`src/rtl/dtcd_pkg.sv`:
```
`timescale 1ns / 1ps
`default_nettype none

package dtcd_pkg;

    localparam int DAY_COUNT_W = 16;
    localparam int DAY_W       = 5;
    localparam int MONTH_W     = 4;
    localparam int YEAR_W      = 12;
    localparam int IN_TDATA_W  = 16;
    localparam int OUT_TDATA_W = 24;
    localparam int OUT_PAD_W   = OUT_TDATA_W - DAY_W - MONTH_W - YEAR_W;

    localparam logic [15:0] CYCLE_DAYS    = 16'd1461;
    localparam logic [31:0] CYCLE_RECIP   = 32'd45934;   // ceil(2^26 / 1461)
    localparam int          RECIP_SHIFT   = 26;
    localparam logic [11:0] BASE_YEAR     = 12'd2000;
    localparam logic [10:0] YEAR1_START   = 11'd366;
    localparam logic [10:0] YEAR2_START   = 11'd731;
    localparam logic [10:0] YEAR3_START   = 11'd1096;
    localparam logic [8:0]  LEAP_DAY_IDX  = 9'd59;
    localparam logic [4:0]  FEB_LEAP_DAY  = 5'd29;
    localparam logic [3:0]  MONTH_FEB     = 4'd2;
    localparam logic [3:0]  MONTH_JAN     = 4'd1;
    localparam logic [3:0]  MONTH_DEC     = 4'd12;
    localparam logic [4:0]  DAY_FIRST     = 5'd1;
    localparam logic [4:0]  DAY_LAST      = 5'd31;

    typedef struct packed {
        logic [YEAR_W-1:0]  year_number;
        logic [MONTH_W-1:0] month_number;
        logic [DAY_W-1:0]   day_of_month;
    } dtcd_date_t;

    // first zero-based day of year of each month, common year
    function automatic logic [8:0] month_start(input logic [3:0] idx);
        logic [8:0] val;
        case (idx)
            4'd0:    val = 9'd0;
            4'd1:    val = 9'd31;
            4'd2:    val = 9'd59;
            4'd3:    val = 9'd90;
            4'd4:    val = 9'd120;
            4'd5:    val = 9'd151;
            4'd6:    val = 9'd181;
            4'd7:    val = 9'd212;
            4'd8:    val = 9'd243;
            4'd9:    val = 9'd273;
            4'd10:   val = 9'd304;
            4'd11:   val = 9'd334;
            4'd12:   val = 9'd365;
            default: val = 9'd0;
        endcase
        return val;
    endfunction

endpackage

`default_nettype wire

```
`src/rtl/dtcd_convert.sv`:
```
`timescale 1ns / 1ps
`default_nettype none

module dtcd_convert
    import dtcd_pkg::*;
(
    input  wire logic [DAY_COUNT_W-1:0] day_count,
    output dtcd_date_t                  date
);

    logic [31:0] recip_prod;
    logic [5:0]  cycle_idx;
    logic [15:0] cycle_base;
    logic [10:0] cycle_rem;
    logic [1:0]  year_in_cycle;
    logic [8:0]  year_day;
    logic        leap;
    logic        leap_feb29;
    logic [8:0]  adj_day;
    logic [3:0]  month_idx;
    logic [8:0]  month_base;
    logic [8:0]  day_in_month;

    always_comb
    begin
        recip_prod = 32'(day_count) * CYCLE_RECIP;
        cycle_idx  = recip_prod[RECIP_SHIFT +: 6];
        cycle_base = 16'({10'd0, cycle_idx} * CYCLE_DAYS);
        cycle_rem  = 11'(day_count - cycle_base);

        if (cycle_rem < YEAR1_START)
        begin
            year_in_cycle = 2'd0;
            year_day      = 9'(cycle_rem);
        end
        else if (cycle_rem < YEAR2_START)
        begin
            year_in_cycle = 2'd1;
            year_day      = 9'(cycle_rem - YEAR1_START);
        end
        else if (cycle_rem < YEAR3_START)
        begin
            year_in_cycle = 2'd2;
            year_day      = 9'(cycle_rem - YEAR2_START);
        end
        else
        begin
            year_in_cycle = 2'd3;
            year_day      = 9'(cycle_rem - YEAR3_START);
        end

        leap       = (year_in_cycle == 2'd0);
        leap_feb29 = leap && (year_day == LEAP_DAY_IDX);
        adj_day    = (leap && (year_day > LEAP_DAY_IDX)) ? year_day - 9'd1 : year_day;

        month_idx = 4'd0;
        for (int k = 1; k < 12; k++)
        begin
            if (adj_day >= month_start(4'(k)))
            begin
                month_idx = month_idx + 4'd1;
            end
        end
        month_base   = month_start(month_idx);
        day_in_month = adj_day - month_base + 9'd1;

        date.year_number = BASE_YEAR + {4'd0, cycle_idx, 2'b00} + {10'd0, year_in_cycle};
        if (leap_feb29)
        begin
            date.month_number = MONTH_FEB;
            date.day_of_month = FEB_LEAP_DAY;
        end
        else
        begin
            date.month_number = month_idx + 4'd1;
            date.day_of_month = day_in_month[DAY_W-1:0];
        end
    end

endmodule

`default_nettype wire

```
`src/rtl/days_to_calendar_date_core.sv`:
```
// channel  dir  width  contents
// s        in   16     tdata: day_count[15:0]
// m        out  24     tdata: day_of_month[4:0], month_number[8:5], year_number[20:9], zero
//
// One item per cycle sustained while m does not stall; m_tvalid rises when the result
// register loads. The conversion sits between the input register and the result register.
// rst_n clears both valid flags; data registers are not reset.
// A stall on m holds the result register; s keeps accepting while the input
// register is empty or can move into the result register in the same cycle.
`timescale 1ns / 1ps
`default_nettype none

module days_to_calendar_date_core
    import dtcd_pkg::*;
(
    input  wire logic                   clk,
    input  wire logic                   rst_n,
    input  wire logic                   s_tvalid,
    output      logic                   s_tready,
    input  wire logic [IN_TDATA_W-1:0]  s_tdata,   // day_count[15:0]
    output      logic                   m_tvalid,
    input  wire logic                   m_tready,
    output      logic [OUT_TDATA_W-1:0] m_tdata    // day_of_month, month_number, year_number, pad
);

    logic                   in_valid_reg;
    logic                   in_valid_next;
    logic [DAY_COUNT_W-1:0] in_data_reg;
    logic                   out_valid_reg;
    logic                   out_valid_next;
    dtcd_date_t             out_data_reg;
    dtcd_date_t             conv_date;
    logic                   out_free;
    logic                   advance;
    logic                   load;

    dtcd_convert u_convert (
        .day_count (in_data_reg),
        .date      (conv_date)
    );

    always_comb
    begin
        out_free = !out_valid_reg || m_tready;
        advance  = in_valid_reg && out_free;
        s_tready = !in_valid_reg || out_free;
        load     = s_tvalid && s_tready;

        if (load)
        begin
            in_valid_next = 1'b1;
        end
        else if (advance)
        begin
            in_valid_next = 1'b0;
        end
        else
        begin
            in_valid_next = in_valid_reg;
        end

        if (advance)
        begin
            out_valid_next = 1'b1;
        end
        else if (m_tready)
        begin
            out_valid_next = 1'b0;
        end
        else
        begin
            out_valid_next = out_valid_reg;
        end
    end

    always_ff @(posedge clk or negedge rst_n)
    begin
        if (!rst_n)
        begin
            in_valid_reg  <= 1'b0;
            out_valid_reg <= 1'b0;
        end
        else
        begin
            in_valid_reg  <= in_valid_next;
            out_valid_reg <= out_valid_next;
        end
    end

    always_ff @(posedge clk)
    begin
        if (load)
        begin
            in_data_reg <= s_tdata[DAY_COUNT_W-1:0];
        end
        if (advance)
        begin
            out_data_reg <= conv_date;
        end
    end

    assign m_tvalid = out_valid_reg;
    assign m_tdata  = {{OUT_PAD_W{1'b0}}, out_data_reg.year_number,
                       out_data_reg.month_number, out_data_reg.day_of_month};

    a_month_range: assert property (@(posedge clk) disable iff (!rst_n)
        m_tvalid |-> (out_data_reg.month_number >= MONTH_JAN &&
                      out_data_reg.month_number <= MONTH_DEC))
        else $error("month out of range");

    a_day_range: assert property (@(posedge clk) disable iff (!rst_n)
        m_tvalid |-> (out_data_reg.day_of_month >= DAY_FIRST &&
                      out_data_reg.day_of_month <= DAY_LAST))
        else $error("day out of range");

    a_no_accept_when_full: assert property (@(posedge clk) disable iff (!rst_n)
        (in_valid_reg && out_valid_reg && !m_tready) |-> !s_tready)
        else $error("accept while pipeline full");

    a_stage_hold: assert property (@(posedge clk) disable iff (!rst_n)
        (in_valid_reg && out_valid_reg && !m_tready) |=>
            (in_valid_reg && $stable(in_data_reg)))
        else $error("input register lost during stall");

endmodule

`default_nettype wire
```
`config.mk`:
```
export PLATFORM = sky130hd
export DESIGN_NAME = days_to_calendar_date_core
export DESIGN_NICKNAME = d
export VERILOG_FILES = /design/src/rtl/dtcd_pkg.sv /design/src/rtl/dtcd_convert.sv /design/src/rtl/days_to_calendar_date_core.sv
export SDC_FILE = /design/constraint.sdc
export NUM_CORES = 1
export LEC_CHECK = 0
export BUFFER_PORTS_ARGS = -buffer_cell sky130_fd_sc_hd__buf_2
export CAP_MARGIN = 40
export CORE_MARGIN = 5
export CORE_UTILIZATION = 40
export DETAILED_ROUTE_END_ITERATION = 10
export SLEW_MARGIN = 20
export SYNTH_ARGS = -nofsm -noshare
export SYNTH_HDL_FRONTEND = slang
export SYNTH_SLANG_ARGS = --single-unit
export TNS_END_PERCENT = 5
```
`constraint.sdc`:
```
create_clock -name clk -period 20.2 [get_ports clk]
set_input_delay 2.02 -clock clk [delete_from_list [all_inputs] [get_ports clk]]
set_output_delay 2.02 -clock clk [all_outputs]
set_load 0.03 [all_outputs]
```
== Word level (Yosys, flattened, before mapping) ==
Memory sizes are Yosys's and may differ from the RTL's.
Cells that the tools add are included.

* $add $sub $neg: 20
* $mul: 2
* $lt $le $gt $ge: 15
* Eq/ne operators: 1
* Muxes and demuxes: 22
* Reductions and logical operators: 11

{| class="wikitable"
|+ Operator list
! kind !! count
|-
| adder 4 x 1 -> 4 bit (second input constant) || 10
|-
| 2-to-1 mux 4 bit || 10
|-
| >= comparator 9 x 8 -> 1 bit (second input constant) || 4
|-
| 2-to-1 mux 9 bit || 4
|-
| multiplier 16 x 15 -> 31 bit (second input constant) || 1
|-
| >= comparator 9 bit (second input constant) || 3
|-
| >= comparator 9 x 7 -> 1 bit (second input constant) || 2
|-
| adder 11 x 8 -> 12 bit (first input constant) || 1
|-
| adder 12 x 2 -> 12 bit || 1
|-
| < comparator 11 x 10 -> 1 bit (second input constant) || 1
|-
| < comparator 11 bit (second input constant) || 1
|-
| < comparator 11 x 9 -> 1 bit (second input constant) || 1
|-
| multiplier 6 x 11 -> 11 bit (second input constant) || 1
|-
| subtractor 11 bit || 1
|-
| equality test 9 x 6 -> 1 bit (second input constant) || 1
|-
| >= comparator 9 x 5 -> 1 bit (second input constant) || 1
|-
| >= comparator 9 x 6 -> 1 bit (second input constant) || 1
|-
| > comparator 9 x 6 -> 1 bit (second input constant) || 1
|-
| subtractor 9 x 1 -> 9 bit (second input constant) || 1
|-
| subtractor 9 x 7 -> 9 bit (second input constant) || 1
|-
| subtractor 9 x 8 -> 9 bit (second input constant) || 1
|-
| subtractor 9 bit (second input constant) || 1
|-
| 2-to-1 mux 1 bit || 6
|-
| adder 5 x 1 -> 5 bit (second input constant) || 1
|-
| other kinds (8) || 15
|}

* Bits in registers: 39
* ROM bits: 144
* Input port bits: 20
* Memories: 1

{| class="wikitable"
|+ Memories
! memory !! depth !! bits a word !! read ports !! clocked after memory_dff !! write ports !! line !! source
|-
| (no name shown) || 16 || 9 || 1 || 0 || 0 || dtcd_pkg.sv:38 || <nowiki>case (idx)</nowiki>
|}

== Depth between registers and ports, before layout ==
Gate-level depths: netlist (run 1).
An unclocked memory read counts as a cell.

* Word-level depth: 35
* Depth in mapped cells: 100
* Depth with buffers taken out: 97

== By module ==
A second synthesis (run 1) with hierarchy kept.

* Cell total of the unflattened synthesis: 1097
* Area total of the unflattened synthesis: 10576.4 µm²

{| class="wikitable"
|+ Modules (own cells, without submodules)
! module !! times used !! cells each !! area an instance (µm²) !! sequential area each (µm²)
|-
| dtcd_convert || 1 || 1048 || 9335.2 || 0.0
|-
| days_to_calendar_date_core || 1 || 49 || 1241.2 || 1161.1
|}

== Least setup slack after synthesis (run 1) ==
Ideal clock, no wire load.

* Path kind: flip-flop to flip-flop
* From: reg in_data_reg[6]
* To: reg out_data_reg (netlist bit m_tdata[4]), data pin
* Library setup time: 260 ps
* Arrival time: 20112 ps
* Required time: 19940 ps
* Path slack: -172 ps
* Cell stages (with the launch flop): 94
* Path buffers: 2
* Period minus slack after synthesis: 20372 ps
* Cells stage by stage: edfxtp_1 -> inv_1 -> fa_1 -> inv_1 -> fa_1 -> ha_1 -> ha_1 -> inv_1 -> fa_1 -> fa_1 -> inv_1 -> ha_1 -> a21o_1 -> a21o_1 -> a21o_1 -> a21o_1 -> a21o_1 -> a21o_1 -> (+58 left out) -> a221o_1 -> ha_1 -> mux2i_1 -> inv_1 -> ha_1 -> mux2_2 -> o22ai_1 -> nand2_1 -> o21ai_0 -> ha_1 -> inv_1 -> ha_1 -> a21o_1 -> a21oi_1 -> xnor2_1 -> xnor2_1 -> a31o_2 -> mux2_4

* Longest elaborated chain between the ends: 35
* Elaborated cells between the ends (all ways): 57
* Classes of those cells: add/sub (17); mul (2); order compare (15); eq/ne (1); mux (18); reduce/logical (3); memory (1)

{| class="wikitable"
|+ RTL lines
! element !! line !! source
|-
| from (decl) || days_to_calendar_date_core.sv:28 || <nowiki>logic [DAY_COUNT_W-1:0] in_data_reg;</nowiki>
|-
| from (signal assigned) || days_to_calendar_date_core.sv:94 || <nowiki>in_data_reg <= s_tdata[DAY_COUNT_W-1:0];</nowiki>
|-
| multiplier 16 x 15 -> 31 bit || dtcd_convert.sv:26 || <nowiki>recip_prod = 32'(day_count) * CYCLE_RECIP;</nowiki>
|-
| multiplier 6 x 11 -> 11 bit || dtcd_convert.sv:28 || <nowiki>cycle_base = 16'({10'd0, cycle_idx} * CYCLE_DAYS);</nowiki>
|-
| subtractor 11 bit (*) || dtcd_convert.sv:29 || <nowiki>cycle_rem = 11'(day_count - cycle_base);</nowiki>
|-
| subtractor 9 x 7 -> 9 bit (tied with other cells) || dtcd_convert.sv:49 || <nowiki>year_day = 9'(cycle_rem - YEAR3_START);</nowiki>
|-
| 2-to-1 mux 9 bit or 2-to-1 mux 1 bit (tied branches) || dtcd_convert.sv:41 || <nowiki>else if (cycle_rem < YEAR3_START)</nowiki>
|-
| 2-to-1 mux 9 bit or 2-to-1 mux 2 bit (tied branches) || dtcd_convert.sv:36 || <nowiki>else if (cycle_rem < YEAR2_START)</nowiki>
|-
| 2-to-1 mux 9 bit or 2-to-1 mux 2 bit (tied branches) || dtcd_convert.sv:31 || <nowiki>if (cycle_rem < YEAR1_START)</nowiki>
|-
| > comparator 9 x 6 -> 1 bit or zero test 2 bit (tied branches) || dtcd_convert.sv:54, dtcd_convert.sv:52 ||
|-
| (+19 left out) || n/a ||
|-
| 2-to-1 mux 4 bit || dtcd_convert.sv:59 || <nowiki>if (adj_day >= month_start(4'(k)))</nowiki>
|-
| adder 4 x 1 -> 4 bit || dtcd_convert.sv:61 || <nowiki>month_idx = month_idx + 4'd1;</nowiki>
|-
| 2-to-1 mux 4 bit || dtcd_convert.sv:59 ||
|-
| adder 4 x 1 -> 4 bit || dtcd_convert.sv:61 ||
|-
| 2-to-1 mux 4 bit || dtcd_convert.sv:59 ||
|-
| memory (16 x 9 bit) || n/a ||
|-
| subtractor 5 bit || dtcd_convert.sv:65 || <nowiki>day_in_month = adj_day - month_base + 9'd1;</nowiki>
|-
| adder 5 x 1 -> 5 bit || dtcd_convert.sv:65 ||
|-
| to (signal assigned) || days_to_calendar_date_core.sv:98 || <nowiki>out_data_reg <= conv_date;</nowiki>
|-
| to (decl) || days_to_calendar_date_core.sv:31 || <nowiki>dtcd_date_t out_data_reg;</nowiki>
|}

Every way passes the cells marked *; elsewhere a longest branch is shown, timed or not.
A chain may end at the register's enable or synchronous reset.

== Worst setup path after layout (run 1) ==
* From: reg in_data_reg[8]
* To: reg out_data_reg (netlist bit m_tdata[4]), data pin

Same word-level chain as after synthesis.

==> flow_metrics.py, run 1 <==
metrics = {
    "global_route": {
        "grt_max_degree": 17,
        "grt_pass1_vias": 8654,
        "grt_first_pass_wirelength_um": 43300,
        "antenna_found_initial": 0,
        "grt-ovfl-total": 0,
        "grt_usage_pct": 18.3,
    },
    "sta": {
        "holdWs_ps": 505,
        "relSlewSlack_pct": 50.0,
        "setup_viol": 0,
        "worst_pin_slew_ps": 747,
        "finalCriticalPeriod_ps": 19470,
        "finalClockSkew_ps": 11.6,
        "max_freq_mhz": 51.4,
        "finalCritPeriodShare_pct": 96.4,
        "drv_slew": 0,
        "finalHoldViolations": 0,
    },
    "synthesis": {
        "synth.most_common_cell": "inv_1",
        "synth.avg_cell_area_um2": 9.62,
        "synth_common_cells": "220 x inv_1, 183 x ha_1, 115 x fa_1, 44 x nand2_1, 42 x nor2_1",
        "ys_async_sr_fraction_pct": 5.26,
        "syn-cell-area_um2": 10400,
        "ys_types": 114,
        "synth_edf_count": 36,
        "yosysTopAreaCell": "fa_1",
        "ys.flop_type": "edfxtp_1",
        "yosysWarnings": 0,
        "ys_seq_area_share_pct": 10.9,
        "synthTopCellsByArea": "fa_1 22%, ha_1 22%, edfxtp_1 10%",
        "synth_top_area_share_pct": 22.2,
        "syn_inst": 1076,
        "ys_ff_latch": 38,
    },
    "finish": {
        "fin_nets": 1565,
        "finalNonFillerCells": 1578,
        "largest_register_ffs": 20,
        "area_delta_synth_final_pct": 22.9,
        "antennaDiodeCount": 0,
        "layout-drive-gt1-share_pct": 28.5,
        "n_fill_cell": 2299,
    },
    "placed_design": {
        "port_buffers": 42,
        "hpwl_um": 21200,
        "post-place-cells": 1517,
        "routabilityCongestion": 0.937,
    },
    "detailed_routing": {
        "routed_wl_um": 26300,
        "drt_iter0_drc": 395,
        "vias_per_cell": 5.35,
        "vias": 8449,
        "drc": 0,
        "drtPass1Iterations": 5,
        "post_drt_wl_per_cell_um": 16.6,
        "ant_nets": 0,
    },
    "run_status": {
        "outcome": "completed",
    },
    "clock_network": {
        "cts-htree-levels": 2,
        "cts_root_buf": "clkbuf_16",
        "cts_tree": "yes",
        "clockBufferDepth": 2,
        "cts_buffers": 5,
        "clkLatencyLatePin_ps": 300,
        "clkSlewWorstSetupHoldPaths_ps": 60,
        "cts.sinks": 38,
    },
    "setup_path": {
        "cp_top_family": "adder cells",
        "required_ps": 20250,
        "path_buf_inv": 15,
        "reg2reg_setup_slack_ps": 730,
        "worstSetupStartpoint": "in_data_reg[8]",
        "crit_path_max_incr_delay_ps": 590,
        "r2r_end": "m_tdata[4]",
        "reg2regPathDepth": 96,
        "cpMostUsedCell": "a21o_1",
        "path_class": "flop to flop",
        "worstPathArrival_ps": 19520,
        "cp-end-kind": "flop",
        "rr_startpoint": "in_data_reg[8]",
        "slowest_stage": "or4_4",
        "crit_path_start_kind": "flop",
        "crit_fanout": 7,
    },
    "die": {
        "rows": 58,
        "die-area_um2": 29200,
        "io_pins": 46,
        "dieHeight_um": 171,
        "start_util_pct": 40.9,
        "core_um2": 25300,
        "die_x_um": 171,
    },
    "hold_path": {
        "min_from": "in_valid_reg",
        "hold_depth": 1,
        "hold_path_class": "flop to flop",
        "whs_endpoint": "m_tvalid",
    },
    "job": {
        "drv_cap": 0,
    },
}
==> stage by stage <==
stage	instance area [um^2]	worst slack, ps	util [%]	TNS [ps]
after floorplan	10400	35.7	-	0
after global placement	11500	-64.1	45.5	-64.1
after detailed placement	11500	-513	45.6	-580
after CTS	12000	9.81	47.4	0
after global routing	12700	-121	50.3	-121
final	12700	731	50.3	0
==> worst register-to-register path: cells and delay by family, from the launching register on <==
| kind | cells | cell delay, ps |
|---|---|---|
| adder cells (fa/ha/maj) | 24 | 7930 |
| AO/OA/AOI/OAI | 38 | 6580 |
| AND/OR/NAND/NOR | 13 | 2110 |
| buffers and inverters | 15 | 1190 |
| multiplexers | 3 | 700 |
| flip-flops | 1 | 360 |
| XOR/XNOR | 3 | 350 |
==> worst max path at each step <==
stage,end,depth (start not counted)
2_1_floorplan,m_tdata[4],96
3_3_place_gp,m_tdata[4],91
3_5_place_dp,m_tdata[4],96
4_1_cts,m_tdata[4],93
5_1_grt,m_tdata[4],98
6_report,m_tdata[4],96
==> routing by layer <==
layer  part of all wire, %  global-route usage, %  up-vias  wire length, um
li1                      -                      -     4046                -
met2                    45                   29.3      241            11900
met3                   5.2                   2.61       41             1370
met4                   2.0                   4.03        0              532
met5                     0                      0        -                0
met1                    47                   26.6     4121            12400
==> layout make-up <==
type / instances / area, um^2 / share of cell area [%]
inverters: 221 / 835 / 6.56
repair buffers: 180 / 1280 / 10.0
multi-input cells: 801 / 8880 / 69.8
flip-flops and latches: 38 / 1130 / 8.89
well taps: 330 / 413 / 3.24
clock buffers: 5 / 125 / 0.983
clock inverters: 3 / 63.8 / 0.501
==> what timing repair did <==
action                     in CTS  in global routing
hold endpoints to repair        0                  0
buffers inserted               19                 34
gates resized for setup        24                 99
pin swaps                      13                 63
hold buffers                    0                  0
setup endpoints to repair       3                  4
==> kinds of logic after synthesis <==
group	count (synthesis)	synth area share, %
fa+ha+maj	298	44.3
buf+inv	239	9.22
simple gates	223	11.9
compound gates	211	16.7
xor+xnor	52	5.44
flops	38	10.9
mux	14	1.49
other cells	1	0.0362
==> cell usage in the layout (no fill, tap or decap), drive strengths merged, types with 4 or more instances in the layout <==
cell and count:
o311a 4, o32ai 4, inv 220, mux2 8, buf 180, xnor2 30, clkbuf 5, or3 5
o31ai 13, nor3 30, and2 14, mux2i 6, a211o 5, nand3 25, o21a 9, o31a 8
a21boi 7, nor2b 5, fa 115, o22ai 4, o21ai 24, nand2 46, or2 5, a31oi 13
xor2 20, ha 183, nand4 6, o211a 5, a211oi 9, nor4 8, o211ai 9, nor2 44
a21oi 36, edfxtp 36, nand2b 14, a21o 24, a2111oi 7
Power of run 1 is left out: the tool's default activity adds up to more than one toggle a clock period on the data nets, which glitch-free logic cannot reach.
==> run 2, diff against run 1 <==
ABC_CLOCK_PERIOD_IN_PS = 20200   (was unset)
CORE_MARGIN = unset   (was 5)
REMOVE_ABC_BUFFERS = 1   (was unset)
==> run 2 against run 1 <==
Effect of this change:
- final cell count is 0.44% higher
- routed wire length is 1.4% lower
- global-route usage is 1.3 points higher
- via count is 1.5% lower
- cell area is 0.64% higher
- first-iteration DRC count is 25% higher
- critical endpoint unchanged
==> flow_metrics.py, run 2 (synthesized netlist as in run 1, its figures left out) <==
metrics = {
    "detailed_routing": {
        "ant_nets": 0,
        "vias": 8324,
        "post_drt_wl_per_cell_um": 16.3,
        "vias_per_cell": 5.25,
        "routed_wl_um": 25900,
        "drtPass1Iterations": 5,
        "drc": 0,
        "drt_iter0_drc": 492,
    },
    "die": {
        "core_um2": 25300,
        "die-area_um2": 26500,
        "io_pins": 46,
        "start_util_pct": 41.0,
        "rows": 58,
        "die_x_um": 163,
        "dieHeight_um": 163,
    },
    "global_route": {
        "grt_max_degree": 15,
        "grt_pass1_vias": 8358,
        "antenna_found_initial": 1,
        "globalRouteMet3Util_pct": 1.76,
        "grt_usage_pct": 19.7,
        "grt_first_pass_wirelength_um": 41600,
        "grt_util_met2_pct": 34.5,
        "top_usage_layer": "met2",
        "use_met1_pct": 26.4,
        "grt-ovfl-total": 0,
    },
    "setup_path": {
        "crit_fanout": 6,
        "crit_path_start_kind": "flop",
        "rr_startpoint": "in_data_reg[10]",
        "worstPathArrival_ps": 19500,
        "reg2reg_setup_slack_ps": 750,
        "timing.critical_path.to": "m_tdata[4]",
        "cpMostUsedCell": "fa_1",
        "r2r_end": "m_tdata[4]",
        "reg2regPathDepth": 91,
        "required_ps": 20250,
        "slowest_stage": "fa_1",
        "worstSetupStartpoint": "in_data_reg[10]",
        "crit_path_max_incr_delay_ps": 580,
        "cp-end-kind": "flop",
        "path_class": "flop to flop",
    },
    "sta": {
        "finalHoldViolations": 0,
        "setup_slack_ps": 751,
        "relSlewSlack_pct": 52.7,
        "drv_slew": 0,
        "finalCritPeriodShare_pct": 96.3,
        "setup_viol": 0,
        "finalClockSkew_ps": 9.25,
        "finalCriticalPeriod_ps": 19450,
        "worst_pin_slew_ps": 704,
        "max_freq_mhz": 51.4,
    },
    "clock_network": {
        "cts-htree-levels": 2,
        "cts.sinks": 38,
        "clkLatencyLatePin_ps": 300,
        "cts_tree": "yes",
        "clockBufferDepth": 2,
        "clkSlewWorstSetupHoldPaths_ps": 70,
        "cts_buffers": 5,
        "cts_root_buf": "clkbuf_16",
    },
    "placed_design": {
        "hpwl_um": 21200,
        "port_buffers": 42,
        "routabilityCongestion": 0.926,
        "place_ws_ps": -427,
    },
    "finish": {
        "area_delta_synth_final_pct": 23.7,
        "fin_nets": 1571,
        "layout_commonest_cell": "inv_1",
        "final_cell_mix": "201 x inv_1, 165 x ha_1, 131 x buf_4",
        "largest_register_ffs": 20,
        "layout-drive-gt1-share_pct": 28.8,
    },
    "hold_path": {
        "hold_path_class": "flop to flop",
        "min_from": "in_valid_reg",
    },
    "job": {
        "drv_cap": 0,
    },
    "run_status": {
        "outcome": "completed",
    },
}
-- run 2: area by class of cell --
class | instances | area, um^2
Tap cell | 330 | 413
Antenna cell | 1 | 2.50
Inverter | 221 | 838
Clock buffer | 6 | 129
Multi-Input combinational cell | 801 | 8930
Fill cell | 2321 | 12400
Timing Repair Buffer | 186 | 1350
Clock inverter | 2 | 15.0
Sequential cell | 38 | 1130
-- run 2: layer usage --
layer	routed length, um	up-vias
met1	11700	4043
met5	0	-
met4	437	0
met2	12800	187
met3	968	31
li1	-	4063
-- run 2: worst min-delay path by stage --
| stage | to | cells past startpoint |
|---|---|---|
| finish | m_tvalid | 1 |
| global route | m_tvalid | 1 |
| CTS | m_tvalid | 1 |
| detailed placement | m_tvalid | 1 |
| global placement | m_tvalid | 1 |
| floorplan | m_tvalid | 1 |
-- run 2: metrics by stage --
| step | area (um^2) | util [%] | hold slack (ps) | TNS (ps) | std cells |
|---|---|---|---|---|---|
| after floorplan | 10200 | - | 449 | -216 | 1060 |
| after global placement | 11700 | 46.1 | 471 | -8.95 | 1537 |
| after detailed placement | 11700 | 46.3 | 481 | -459 | 1539 |
| after CTS | 11900 | 47.3 | 492 | 0 | 1552 |
| after global routing | 12800 | 50.7 | 546 | -167 | 1585 |
| final | 12800 | 50.7 | 486 | 0 | 1585 |
-- run 2: critical path: cells and delay by family, from the launching register on --
family	cells	cell delay [ps]
buffers and inverters	15	1210
muxes	4	980
adders and majority gates	24	8360
and+or+nand+nor	14	2480
DFF	1	490
xor gates and xnor gates	3	370
AOI/OAI and AO/OA	31	5300
-- run 2: repair_timing --
action,4_1_cts,5_1_grt
resized for setup,19,135
setup buffers,5,32
pin swaps,5,97
cloned,0,0
setup endpoints to repair,3,4
hold buffers,0,0
Power of run 2 is left out for the same reason.
